File: src/rtl/sva_pkg.sv
`timescale 1ns / 1ps
// Package for the synth voice allocator: command codes, sequencer states,
// voice record layout and the key-to-frequency table. No dependencies.

package sva_pkg;

    typedef enum logic [1:0] {
        CMD_NOTE_OFF   = 2'd0,
        CMD_NOTE_ON    = 2'd1,
        CMD_AFTERTOUCH = 2'd2,
        CMD_PROGRAM    = 2'd3
    } t_cmd;

    typedef enum logic [1:0] {
        ST_IDLE,
        ST_SCAN,
        ST_LAST,
        ST_DONE
    } t_state;

    // what the voice memory keeps for a busy voice
    typedef struct packed {
        logic [3:0] channel;
        logic [5:0] track;
        logic [6:0] key;
    } t_voice;

    localparam int          TRACKS       = 64;
    localparam logic [3:0]  DRUM_CHANNEL = 4'd9;
    localparam logic [6:0]  PERC_LO_MIN  = 7'd8;
    localparam logic [6:0]  PERC_LO_MAX  = 7'd15;
    localparam logic [6:0]  PERC_HI_MIN  = 7'd112;
    localparam logic [6:0]  PERC_HI_MAX  = 7'd119;

    // key frequency in Hz, unsigned 14.16
    localparam logic [29:0] KEY_FREQ [128] = '{
        30'h00082d01, 30'h0008a976, 30'h00092d51, 30'h0009b904,
        30'h000a4d05, 30'h000ae9d3, 30'h000b8ff4, 30'h000c3ff6,
        30'h000cfa70, 30'h000dc000, 30'h000e914f, 30'h000f6f11,
        30'h00105a02, 30'h001152ec, 30'h00125aa2, 30'h00137208,
        30'h00149a0a, 30'h0015d3a6, 30'h00171fe9, 30'h00187fed,
        30'h0019f4e0, 30'h001b8000, 30'h001d229e, 30'h001ede22,
        30'h0020b404, 30'h0022a5d8, 30'h0024b545, 30'h0026e410,
        30'h00293414, 30'h002ba74d, 30'h002e3fd2, 30'h0030ffda,
        30'h0033e9c0, 30'h00370000, 30'h003a453d, 30'h003dbc44,
        30'h00416809, 30'h00454bb0, 30'h00496a8b, 30'h004dc820,
        30'h00526829, 30'h00574e9b, 30'h005c7fa4, 30'h0061ffb5,
        30'h0067d380, 30'h006e0000, 30'h00748a7b, 30'h007b7888,
        30'h0082d012, 30'h008a9760, 30'h0092d517, 30'h009b9041,
        30'h00a4d053, 30'h00ae9d36, 30'h00b8ff49, 30'h00c3ff6a,
        30'h00cfa700, 30'h00dc0000, 30'h00e914f6, 30'h00f6f110,
        30'h0105a025, 30'h01152ec0, 30'h0125aa2e, 30'h01372082,
        30'h0149a0a7, 30'h015d3a6d, 30'h0171fe92, 30'h0187fed4,
        30'h019f4e00, 30'h01b80000, 30'h01d229ec, 30'h01ede220,
        30'h020b404a, 30'h022a5d81, 30'h024b545c, 30'h026e4104,
        30'h0293414f, 30'h02ba74da, 30'h02e3fd24, 30'h030ffda9,
        30'h033e9c01, 30'h03700000, 30'h03a453d8, 30'h03dbc440,
        30'h04168094, 30'h0454bb03, 30'h0496a8b8, 30'h04dc8208,
        30'h0526829e, 30'h0574e9b5, 30'h05c7fa49, 30'h061ffb53,
        30'h067d3802, 30'h06e00000, 30'h0748a7b1, 30'h07b78880,
        30'h082d0128, 30'h08a97607, 30'h092d5171, 30'h09b90410,
        30'h0a4d053c, 30'h0ae9d36b, 30'h0b8ff493, 30'h0c3ff6a7,
        30'h0cfa7005, 30'h0dc00000, 30'h0e914f62, 30'h0f6f1100,
        30'h105a0250, 30'h1152ec0e, 30'h125aa2e3, 30'h13720820,
        30'h149a0a79, 30'h15d3a6d6, 30'h171fe927, 30'h187fed4e,
        30'h19f4e00a, 30'h1b800000, 30'h1d229ec4, 30'h1ede2200,
        30'h20b404a1, 30'h22a5d81c, 30'h24b545c7, 30'h26e41040,
        30'h293414f2, 30'h2ba74dac, 30'h2e3fd24f, 30'h30ffda9c
    };

endpackage

File: src/rtl/synth_voice_allocator.sv
`timescale 1ns / 1ps
// Voice allocator top level: sequencer, voice memory, channel program table
// and output register. Uses sva_pkg.

// Maps MIDI note events onto VOICES synthesizer voices and emits at most one
// word per event (voice, key-on bit, 14.16 key frequency, velocity >> 3).
// A note off, note on or aftertouch is scanned: the voice records sit in a
// memory with one registered read port, and a single compare unit checks one
// record per cycle for a matching note, the lowest free voice and the lowest
// busy voice of the same channel, after which the DONE state commits the
// choice. Program changes, note ons on the drum channel or with a percussion
// program, and notes with an out-of-range track are absorbed in the cycle
// they are taken. A result waits in the output register while the next word
// is already accepted; the input stalls whenever the sequencer is not idle:
// while an event is scanned, committed, or its result cannot yet be loaded.
// Reset frees all voices and clears the channel program table at once.

module synth_voice_allocator #(
    parameter int VOICES = 9
) (
    input  logic        i_clk,
    input  logic        i_rst_n,

    input  logic        i_in_valid,
    output logic        o_in_stall,
    input  logic [1:0]  i_command,
    input  logic [3:0]  i_channel_number,
    input  logic [5:0]  i_track_number,
    input  logic [6:0]  i_note_key,
    input  logic [6:0]  i_level_value,

    output logic        o_out_valid,
    input  logic        i_out_stall,
    output logic [3:0]  o_voice_index,
    output logic        o_key_on,
    output logic [29:0] o_frequency_word,
    output logic [3:0]  o_envelope_level
);

    localparam int IW = (VOICES > 1) ? $clog2(VOICES) : 1;

    sva_pkg::t_state    r_state, n_state;

    // event being worked on
    sva_pkg::t_cmd      r_cmd;
    logic [3:0]         r_ch;
    logic [5:0]         r_trk;
    logic [6:0]         r_key;
    logic [6:0]         r_vel;

    // voice state
    logic [VOICES-1:0]  r_busy;
    sva_pkg::t_voice    r_mem [VOICES];
    logic [6:0]         r_prog [16];

    // scan pipeline
    logic [IW-1:0]      r_cnt;
    sva_pkg::t_voice    r_rd_data;
    logic [IW-1:0]      r_rd_idx;
    logic               r_rd_vld;

    logic               r_m_hit, r_f_hit, r_s_hit;
    logic [IW-1:0]      r_m_idx, r_f_idx, r_s_idx;

    // output register
    logic               r_out_valid;
    logic [3:0]         r_out_voice;
    logic               r_out_key_on;
    logic [29:0]        r_out_freq;
    logic [3:0]         r_out_level;

    logic               take;
    logic               start_scan;
    logic               out_free;
    logic               emit;
    logic               sel_hit;
    logic [IW-1:0]      sel_idx;
    sva_pkg::t_cmd      eff_cmd;
    logic               track_bad;
    logic               drum;
    logic [6:0]         prog_rd;
    logic               rd_busy;
    logic               same_ch;
    logic               match;

    assign take     = i_in_valid && (r_state == sva_pkg::ST_IDLE);
    assign out_free = !r_out_valid || !i_out_stall;

    // decode of the incoming word
    always_comb begin
        eff_cmd = sva_pkg::t_cmd'(i_command);
        if (eff_cmd == sva_pkg::CMD_NOTE_ON && i_level_value == 7'd0) begin
            eff_cmd = sva_pkg::CMD_NOTE_OFF;
        end
        prog_rd   = r_prog[i_channel_number];
        track_bad = {1'b0, i_track_number} >= 7'(sva_pkg::TRACKS);
        drum      = (i_channel_number == sva_pkg::DRUM_CHANNEL)
                 || (prog_rd >= sva_pkg::PERC_LO_MIN && prog_rd <= sva_pkg::PERC_LO_MAX)
                 || (prog_rd >= sva_pkg::PERC_HI_MIN && prog_rd <= sva_pkg::PERC_HI_MAX);
        start_scan = take && eff_cmd != sva_pkg::CMD_PROGRAM && !track_bad
                  && !(eff_cmd == sva_pkg::CMD_NOTE_ON && drum);
    end

    // shared compare unit: one voice record per cycle
    always_comb begin
        rd_busy = r_busy[r_rd_idx];
        same_ch = rd_busy && (r_rd_data.channel == r_ch);
        match   = same_ch && (r_rd_data.track == r_trk) && (r_rd_data.key == r_key);
    end

    // commit choice: match, else free, else steal (note on only)
    always_comb begin
        sel_idx = r_m_idx;
        sel_hit = r_m_hit;
        if (r_cmd == sva_pkg::CMD_NOTE_ON && !r_m_hit) begin
            priority if (r_f_hit) begin
                sel_idx = r_f_idx;
                sel_hit = 1'b1;
            end else if (r_s_hit) begin
                sel_idx = r_s_idx;
                sel_hit = 1'b1;
            end else begin
                sel_hit = 1'b0;
            end
        end
    end

    always_comb begin
        n_state = r_state;
        emit    = 1'b0;
        unique case (r_state)
            sva_pkg::ST_IDLE: begin
                if (start_scan) begin
                    n_state = sva_pkg::ST_SCAN;
                end
            end
            sva_pkg::ST_SCAN: begin
                if (r_cnt == IW'(VOICES - 1)) begin
                    n_state = sva_pkg::ST_LAST;
                end
            end
            sva_pkg::ST_LAST: begin
                n_state = sva_pkg::ST_DONE;
            end
            sva_pkg::ST_DONE: begin
                if (!sel_hit) begin
                    n_state = sva_pkg::ST_IDLE;
                end else if (out_free) begin
                    emit    = 1'b1;
                    n_state = sva_pkg::ST_IDLE;
                end
            end
            default: n_state = sva_pkg::ST_IDLE;
        endcase
    end

    always_ff @(posedge i_clk) begin
        if (!i_rst_n) begin
            r_state <= sva_pkg::ST_IDLE;
        end else begin
            r_state <= n_state;
        end
    end

    // captured word, scan counter, hit flags
    always_ff @(posedge i_clk) begin
        if (!i_rst_n) begin
            r_cnt    <= '0;
            r_rd_vld <= 1'b0;
            r_m_hit  <= 1'b0;
            r_f_hit  <= 1'b0;
            r_s_hit  <= 1'b0;
        end else begin
            r_rd_vld <= (r_state == sva_pkg::ST_SCAN);
            if (take) begin
                r_cmd   <= eff_cmd;
                r_ch    <= i_channel_number;
                r_trk   <= i_track_number;
                r_key   <= i_note_key;
                r_vel   <= i_level_value;
                r_cnt   <= '0;
                r_m_hit <= 1'b0;
                r_f_hit <= 1'b0;
                r_s_hit <= 1'b0;
            end
            if (r_state == sva_pkg::ST_SCAN) begin
                r_cnt <= r_cnt + IW'(1);
            end
            if (r_rd_vld) begin
                if (match && !r_m_hit) begin
                    r_m_hit <= 1'b1;
                    r_m_idx <= r_rd_idx;
                end
                if (!rd_busy && !r_f_hit) begin
                    r_f_hit <= 1'b1;
                    r_f_idx <= r_rd_idx;
                end
                if (same_ch && !r_s_hit) begin
                    r_s_hit <= 1'b1;
                    r_s_idx <= r_rd_idx;
                end
            end
        end
    end

    // voice memory, registered read
    always_ff @(posedge i_clk) begin
        if (r_state == sva_pkg::ST_SCAN) begin
            r_rd_data <= r_mem[r_cnt];
            r_rd_idx  <= r_cnt;
        end
        if (emit && r_cmd == sva_pkg::CMD_NOTE_ON) begin
            r_mem[sel_idx] <= '{channel: r_ch, track: r_trk, key: r_key};
        end
    end

    // busy marks and channel programs
    always_ff @(posedge i_clk) begin
        if (!i_rst_n) begin
            r_busy <= '0;
            for (int c = 0; c < 16; c++) begin
                r_prog[c] <= '0;
            end
        end else begin
            if (take && eff_cmd == sva_pkg::CMD_PROGRAM) begin
                r_prog[i_channel_number] <= i_level_value;
            end
            if (emit) begin
                r_busy[sel_idx] <= (r_cmd != sva_pkg::CMD_NOTE_OFF);
            end
        end
    end

    // output register
    always_ff @(posedge i_clk) begin
        if (!i_rst_n) begin
            r_out_valid <= 1'b0;
        end else begin
            if (emit) begin
                r_out_valid <= 1'b1;
            end else if (!i_out_stall) begin
                r_out_valid <= 1'b0;
            end
        end
        if (emit) begin
            r_out_voice  <= 4'(sel_idx);
            r_out_key_on <= (r_cmd != sva_pkg::CMD_NOTE_OFF);
            r_out_freq   <= sva_pkg::KEY_FREQ[r_key];
            r_out_level  <= r_vel[6:3];
        end
    end

    assign o_in_stall       = (r_state != sva_pkg::ST_IDLE);
    assign o_out_valid      = r_out_valid;
    assign o_voice_index    = r_out_voice;
    assign o_key_on         = r_out_key_on;
    assign o_frequency_word = r_out_freq;
    assign o_envelope_level = r_out_level;

endmodule

File: config.mk
export PLATFORM = sky130hd
export DESIGN_NAME = synth_voice_allocator
export DESIGN_NICKNAME = d
export VERILOG_FILES = /design/src/rtl/sva_pkg.sv /design/src/rtl/synth_voice_allocator.sv
export SDC_FILE = /design/constraint.sdc
export NUM_CORES = 1
export LEC_CHECK = 0
export CAP_MARGIN = 20
export CORE_MARGIN = 1
export CORE_UTILIZATION = 55
export DETAILED_ROUTE_END_ITERATION = 6
export DONT_BUFFER_PORTS = 1
export GPL_ROUTABILITY_DRIVEN = 0
export HOLD_SLACK_MARGIN = 0.02
export PLACE_DENSITY = 0.7
export SLEW_MARGIN = 20
export SYNTH_ARGS = -nofsm -noshare
export SYNTH_HDL_FRONTEND = slang
export SYNTH_SLANG_ARGS = --single-unit
File: constraint.sdc
create_clock -name i_clk -period 5.3 [get_ports i_clk]
set_clock_uncertainty 0.05 [all_clocks]
set_input_delay 0 -clock i_clk [delete_from_list [all_inputs] [get_ports i_clk]]
set_output_delay 0 -clock i_clk [all_outputs]
set_load 0.02 [all_outputs]
-- Yosys cells after proc, flatten, opt, wreduce, memory -nomap -nowiden
Memory sizes are Yosys's and may differ from the RTL's. A register that Yosys moved wholly into a read port is not among the register bits.
Index checks and enable logic that the tools add are counted.
- add/subtract/negate cells: 1
- magnitude comparators: 7
- eq/ne operators: 17
- muxes and demuxes: 42
- bitwise logic cells: 1
- reduce and logical (&&, ||, !) cells: 38
- operators with widths (cell ; count):
    $mux W1 ; 26
    $mux W4 ; 6
    $logic_and A1 B1 Y1 ; 17
    $reduce_and A3 Y1 ; 4
    $lt A4 B5 Y1 const B ; 2
    $mux W2 ; 5
    $bwmux W9 ; 1
    $eq A2 B1 Y1 const B ; 4
    $eq A4 B4 Y1 const B ; 2
    $not A7 Y8 ; 1
    $pmux W2 S4 ; 1
    $eq A7 B7 Y1 ; 1
    $ge A7 B4 Y1 const B ; 1
    $ge A7 B7 Y1 const B ; 1
    $le A7 B4 Y1 const B ; 1
    $le A7 B7 Y1 const B ; 1
    $logic_not A1 Y1 ; 7
    $logic_not A7 Y1 ; 1
    $mux W7 ; 1
    $reduce_or A7 Y1 ; 1
    $eq A2 B2 Y1 const B ; 3
    $eq A6 B6 Y1 ; 1
    $ne A2 B2 Y1 const B ; 3
    $reduce_bool A2 Y1 ; 3
    other kinds (10) ; 12
- flip-flop bits (word level): 71
- RAM bits: 265
- memory bits (read-only): 3840
- input bits: 30
- output and inout bits: 41
- memories: 3
- memory list (memory ; depth ; bits a word ; rd ports ; clocked after memory_dff ; wr ports ; line ; text):
    (name not given) ; 128 ; 30 ; 1 ; 1 ; 0 ; synth_voice_allocator.sv:248 ; r_out_freq <= sva_pkg::KEY_FREQ[r_key];
    r_mem ; 9 ; 17 ; 1 ; 1 ; 1 ; synth_voice_allocator.sv:53 ; sva_pkg::t_voice r_mem [VOICES];
    r_prog ; 16 ; 7 ; 1 ; 0 ; 16 ; synth_voice_allocator.sv:54 ; logic [6:0] r_prog [16];

-- Depth between registers and ports, before layout
- depth after elaboration: 10
- gate-level depth with buffers: 11
- gate-level depth less buffers: 8

-- Worst setup path before layout
Ideal clock, no wire load.
- kind: register to register
- start point: register r_cmd[1]
- end point: memory r_mem[4][0] (netlist name) (enable)
- data arrival time: 3.623 ns
- path slack: 1.215 ns
- cell stages (with the launch flop): 7
- period minus slack after synthesis: 4.085 ns
- cells stage by stage: edfxtp_1 -> nand2b_1 -> o21bai_1 -> nand3_1 -> inv_1 -> nand3_1 -> nor3_1
- word-level cells in the longest chain between the ends: 8
- elaborated cells on any way between the ends: 9
- those cells by class: eq/ne: 1; mux: 6; reduce/logical: 2
- RTL lines (item ; line ; text):
    from (decl) ; synth_voice_allocator.sv:45 ; sva_pkg::t_cmd r_cmd;
    from (signal assigned) ; synth_voice_allocator.sv:176 ; r_cmd <= eff_cmd;
    $eq A2 B1 Y1 ; synth_voice_allocator.sv:115 ; if (r_cmd == sva_pkg::CMD_NOTE_ON && !r_m_hit) begin
    $logic_and A1 B1 Y1 ; synth_voice_allocator.sv:115 ;
    $mux W1 ; synth_voice_allocator.sv:115 ;
    $mux W1 ; synth_voice_allocator.sv:146 ; if (!sel_hit) begin
    $mux W1 ; synth_voice_allocator.sv:131 ; unique case (r_state)
    via emit ; synth_voice_allocator.sv:75 ; logic emit;
    $logic_and A1 B1 Y1 ; synth_voice_allocator.sv:212 ; if (emit && r_cmd == sva_pkg::CMD_NOTE_ON) begin
    $mux W1 ; synth_voice_allocator.sv:212 ;
    $mux W1 (not written as such) ; synth_voice_allocator.sv:213 ; r_mem[sel_idx] <= '{channel: r_ch, track: r_trk, key: r_key};
    to (decl) ; synth_voice_allocator.sv:53 ;
The timed path passes the listed nets, and every way through them passes these cells.

-- Worst setup path after layout
- start point: register r_cmd[1]
- end point: memory r_mem[7][8] (netlist name) (enable)
Same word-level chain as after synthesis.

==> flow_summary.ini <==
[power]
peakVddDrop_mv = 0.2899
powerDensity_mw_per_mm2 = 379.7
switching_share_pct = 26.29
intPower_mw = 5.062
p_sw_mw = 1.806
pwr-share-seq_pct = 45.5
clkPwrFrac_pct = 36.7
p_leak_nw = 6.179
p_comb_share_pct = 17.7

[cts]
clock_latency_ns = 0.53
cts_tree = done
cts-hold-fix-buffers = 29
clockBufferDepth = 3
htreeDepth = 2
root_buffer = clkbuf_16
cts.clk_slew.worst_paths_ns = 0.06
clock_sinks = 332
post_cts_resized = 0
post_cts_buffers = 0
cts_buffers = 36

[routing]
wl_mm = 37.92
drtIter0Drc = 1203
wl_per_cell_um = 23.07
dr.pass1.iters = 6
post-route-drc-count = 0
met1_length_mm = 16.10
vias = 10435
wl_met3_mm = 3.293
antenna_left = 0
via_per_inst = 6.347
routed-wl-met2_mm = 17.47
top_layer = met4

[sta]
post-route-period-util_pct = 65.07
fin_tns_setup_ns = 0
rsz0062_at_grt = no
fmax_mhz = 289.9
slew_violations = 0
setup_violations = 0
worst_slew_pin_slew_ns = 1.053
relSlewSlack_pct = 29.13
final.min_clock_period_ns = 3.449
hold_violations = 0

[yosys]
synth_fp_nets = 1278
synth_area_mm2 = 0.01626
synth.distinct_cells = 72
synth_warnings = 0
synth_seq_area_share_pct = 60.08
postSynthCellCount = 1229
ys.flop_type = edfxtp_1
synth-edff-count = 312
synth.avg_cell_area_um2 = 13.23
async_reset_ff_share_pct = 0
synth_seq_cells = 332

[floorplanning]
die_w_um = 173.9
io_pins = 71
core_area_mm2 = 0.02886
die_area_mm2 = 0.03025
die_h_um = 173.9
rows = 62
start_util_pct = 56.34

[critical_path]
crit_fanout = 41
worstSetupPathType = register to register
worst_ep_arrival_time_ns = 3.54
r2r-start = r_cmd[1]
crit_start = r_cmd[1]
critPathRequiredTime_ns = 5.39
critPathLaunchType = register
critPathCaptureType = register

[run]
maxCapViolations = 0

[min_path]
hold_start = i_track_number[4]
hold_class = input pin to register

[final_layout]
syn_to_final_growth_pct = 11.27
multiInputGateArea_mm2 = 0.006040
finalCoreUtilization_pct = 62.69
seqCellArea_mm2 = 0.009772
final_cell_mix = edfxtp_1 (312), o21ai_0 (87), nor2_1 (75)
drive_above_1_share_pct = 13.98
layout_commonest_cell = edfxtp_1
nets = 1281
fillCellCount = 2166

[status]
status = complete, no violations

[grt]
grt_max_degree = 87
antenna_found_initial = 1
grt-ovfl-total = 0
grt_pass1_vias = 10128
grt_first_pass_wirelength_mm = 59.09
grt_use_total_pct = 25.57

[placed_design]
port_buffers = 0
place_hpwl_mm = 23.87
[flip-flops by register name, summed over array words and instances, names as in the netlist, 4 cells and up]
name,count
r_vel,4
r_mem,153
o_frequency_word,30
r_cnt,4
r_s_idx,4
r_f_idx,4
r_busy,9
r_rd_idx,4
r_m_idx,4
o_voice_index,4
r_trk,6
r_key,7
r_ch,4
o_envelope_level,4
r_rd_data,17
r_prog,64
[worst max-delay path: stages, from the launching register on]
cell	delay, ns
edfxtp_1	0.45
nand2b_1	0.32
o21bai_1	0.27
nand3_1	0.19
inv_2	0.07
buf_4	0.43
nand3_1	0.43
nor2_2	0.85
[synth_stat cells, drive strengths merged (9+ instances only)]
cell    count  area (um^2)
a21oi      64        320.3
nand2      70        262.8
mux2i      40        400.4
ha         19        237.7
xnor2      16        140.1
nand3      22        110.1
clkbuf     62        242.7
buf        25        128.9
o211ai     12        90.09
mux2       12        135.1
nand2b     22        137.6
nor3       38        195.2
and2       72        450.4
a211oi     11        82.58
o21ai      90        450.4
inv        28        105.1
nor2b      13        81.33
dfxtp      20        400.4
edfxtp    312         9369
nor2       81        304.0
a21o        9        67.56
mux4       69         1588
[final timing paths]
kind | depth (start not counted) | slack, ns | to
max reg2reg | 7 | 1.85 | r_mem[7][8]
min | 1 | 0.05 | r_trk[4]
min reg2reg | 0 | 0.37 | o_envelope_level[3]
max | 7 | 1.85 | r_mem[7][8]
[cell families (layout without fill, tap and decap cells)]
group | Yosys count | after routing | synth area share, %
xor gates and xnor gates | 21 | 21 | 1.131
other | 0 | 1 | 0
muxes | 121 | 121 | 13.06
and+or+nand+nor | 353 | 353 | 11.07
DFF | 332 | 332 | 60.08
adders and majority gates | 19 | 19 | 1.462
buffers and inverters | 116 | 146 | 2.955
AOI/OAI and AO/OA | 267 | 267 | 10.24
[final cells by class]
cell class | count | area share, %
flip-flops and latches | 332 | 54.01
multi-input cells | 781 | 33.38
clock buffers | 48 | 5.512
well taps | 384 | 2.656
repair buffers | 52 | 2.628
clock inverters | 17 | 1.190
inverters | 29 | 0.6017
diodes | 1 | 0.01383
[power groups by stage]
stage / Combinational [mW] / Sequential, mW / Clock (mW)
after floorplan: 0.894 / 3.15 / 0
after global placement: 1.14 / 3.17 / 0
after detailed placement: 1.16 / 3.18 / 0
after CTS: 1.20 / 3.13 / 2.57
after global routing: 1.33 / 3.14 / 2.66
final: 1.22 / 3.13 / 2.52
[through the flow]
stage                     total power, mW  instances  hold WS (ns)  worst slack [ns]  area, um^2
after floorplan                     4.046       1229       0.04887             1.215       16260
after global placement              4.315       1549       0.04892             1.887       16590
after detailed placement            4.338       1549       0.04891             1.796       16590
after CTS                           6.897       1643       0.02522             1.776       18090
after global routing                7.127       1644       0.03903             1.531       18090
final                               6.868       1644       0.04634             1.851       18090
[layer usage]
layer / vias up / GRT usage [%]
li1: 4737 / -
met1: 5086 / 36.52
met2: 527 / 39.67
met4: 0 / 8.333
met3: 85 / 5.096
met5: - / 0
Note: power is estimated with default switching activity, not from simulation.
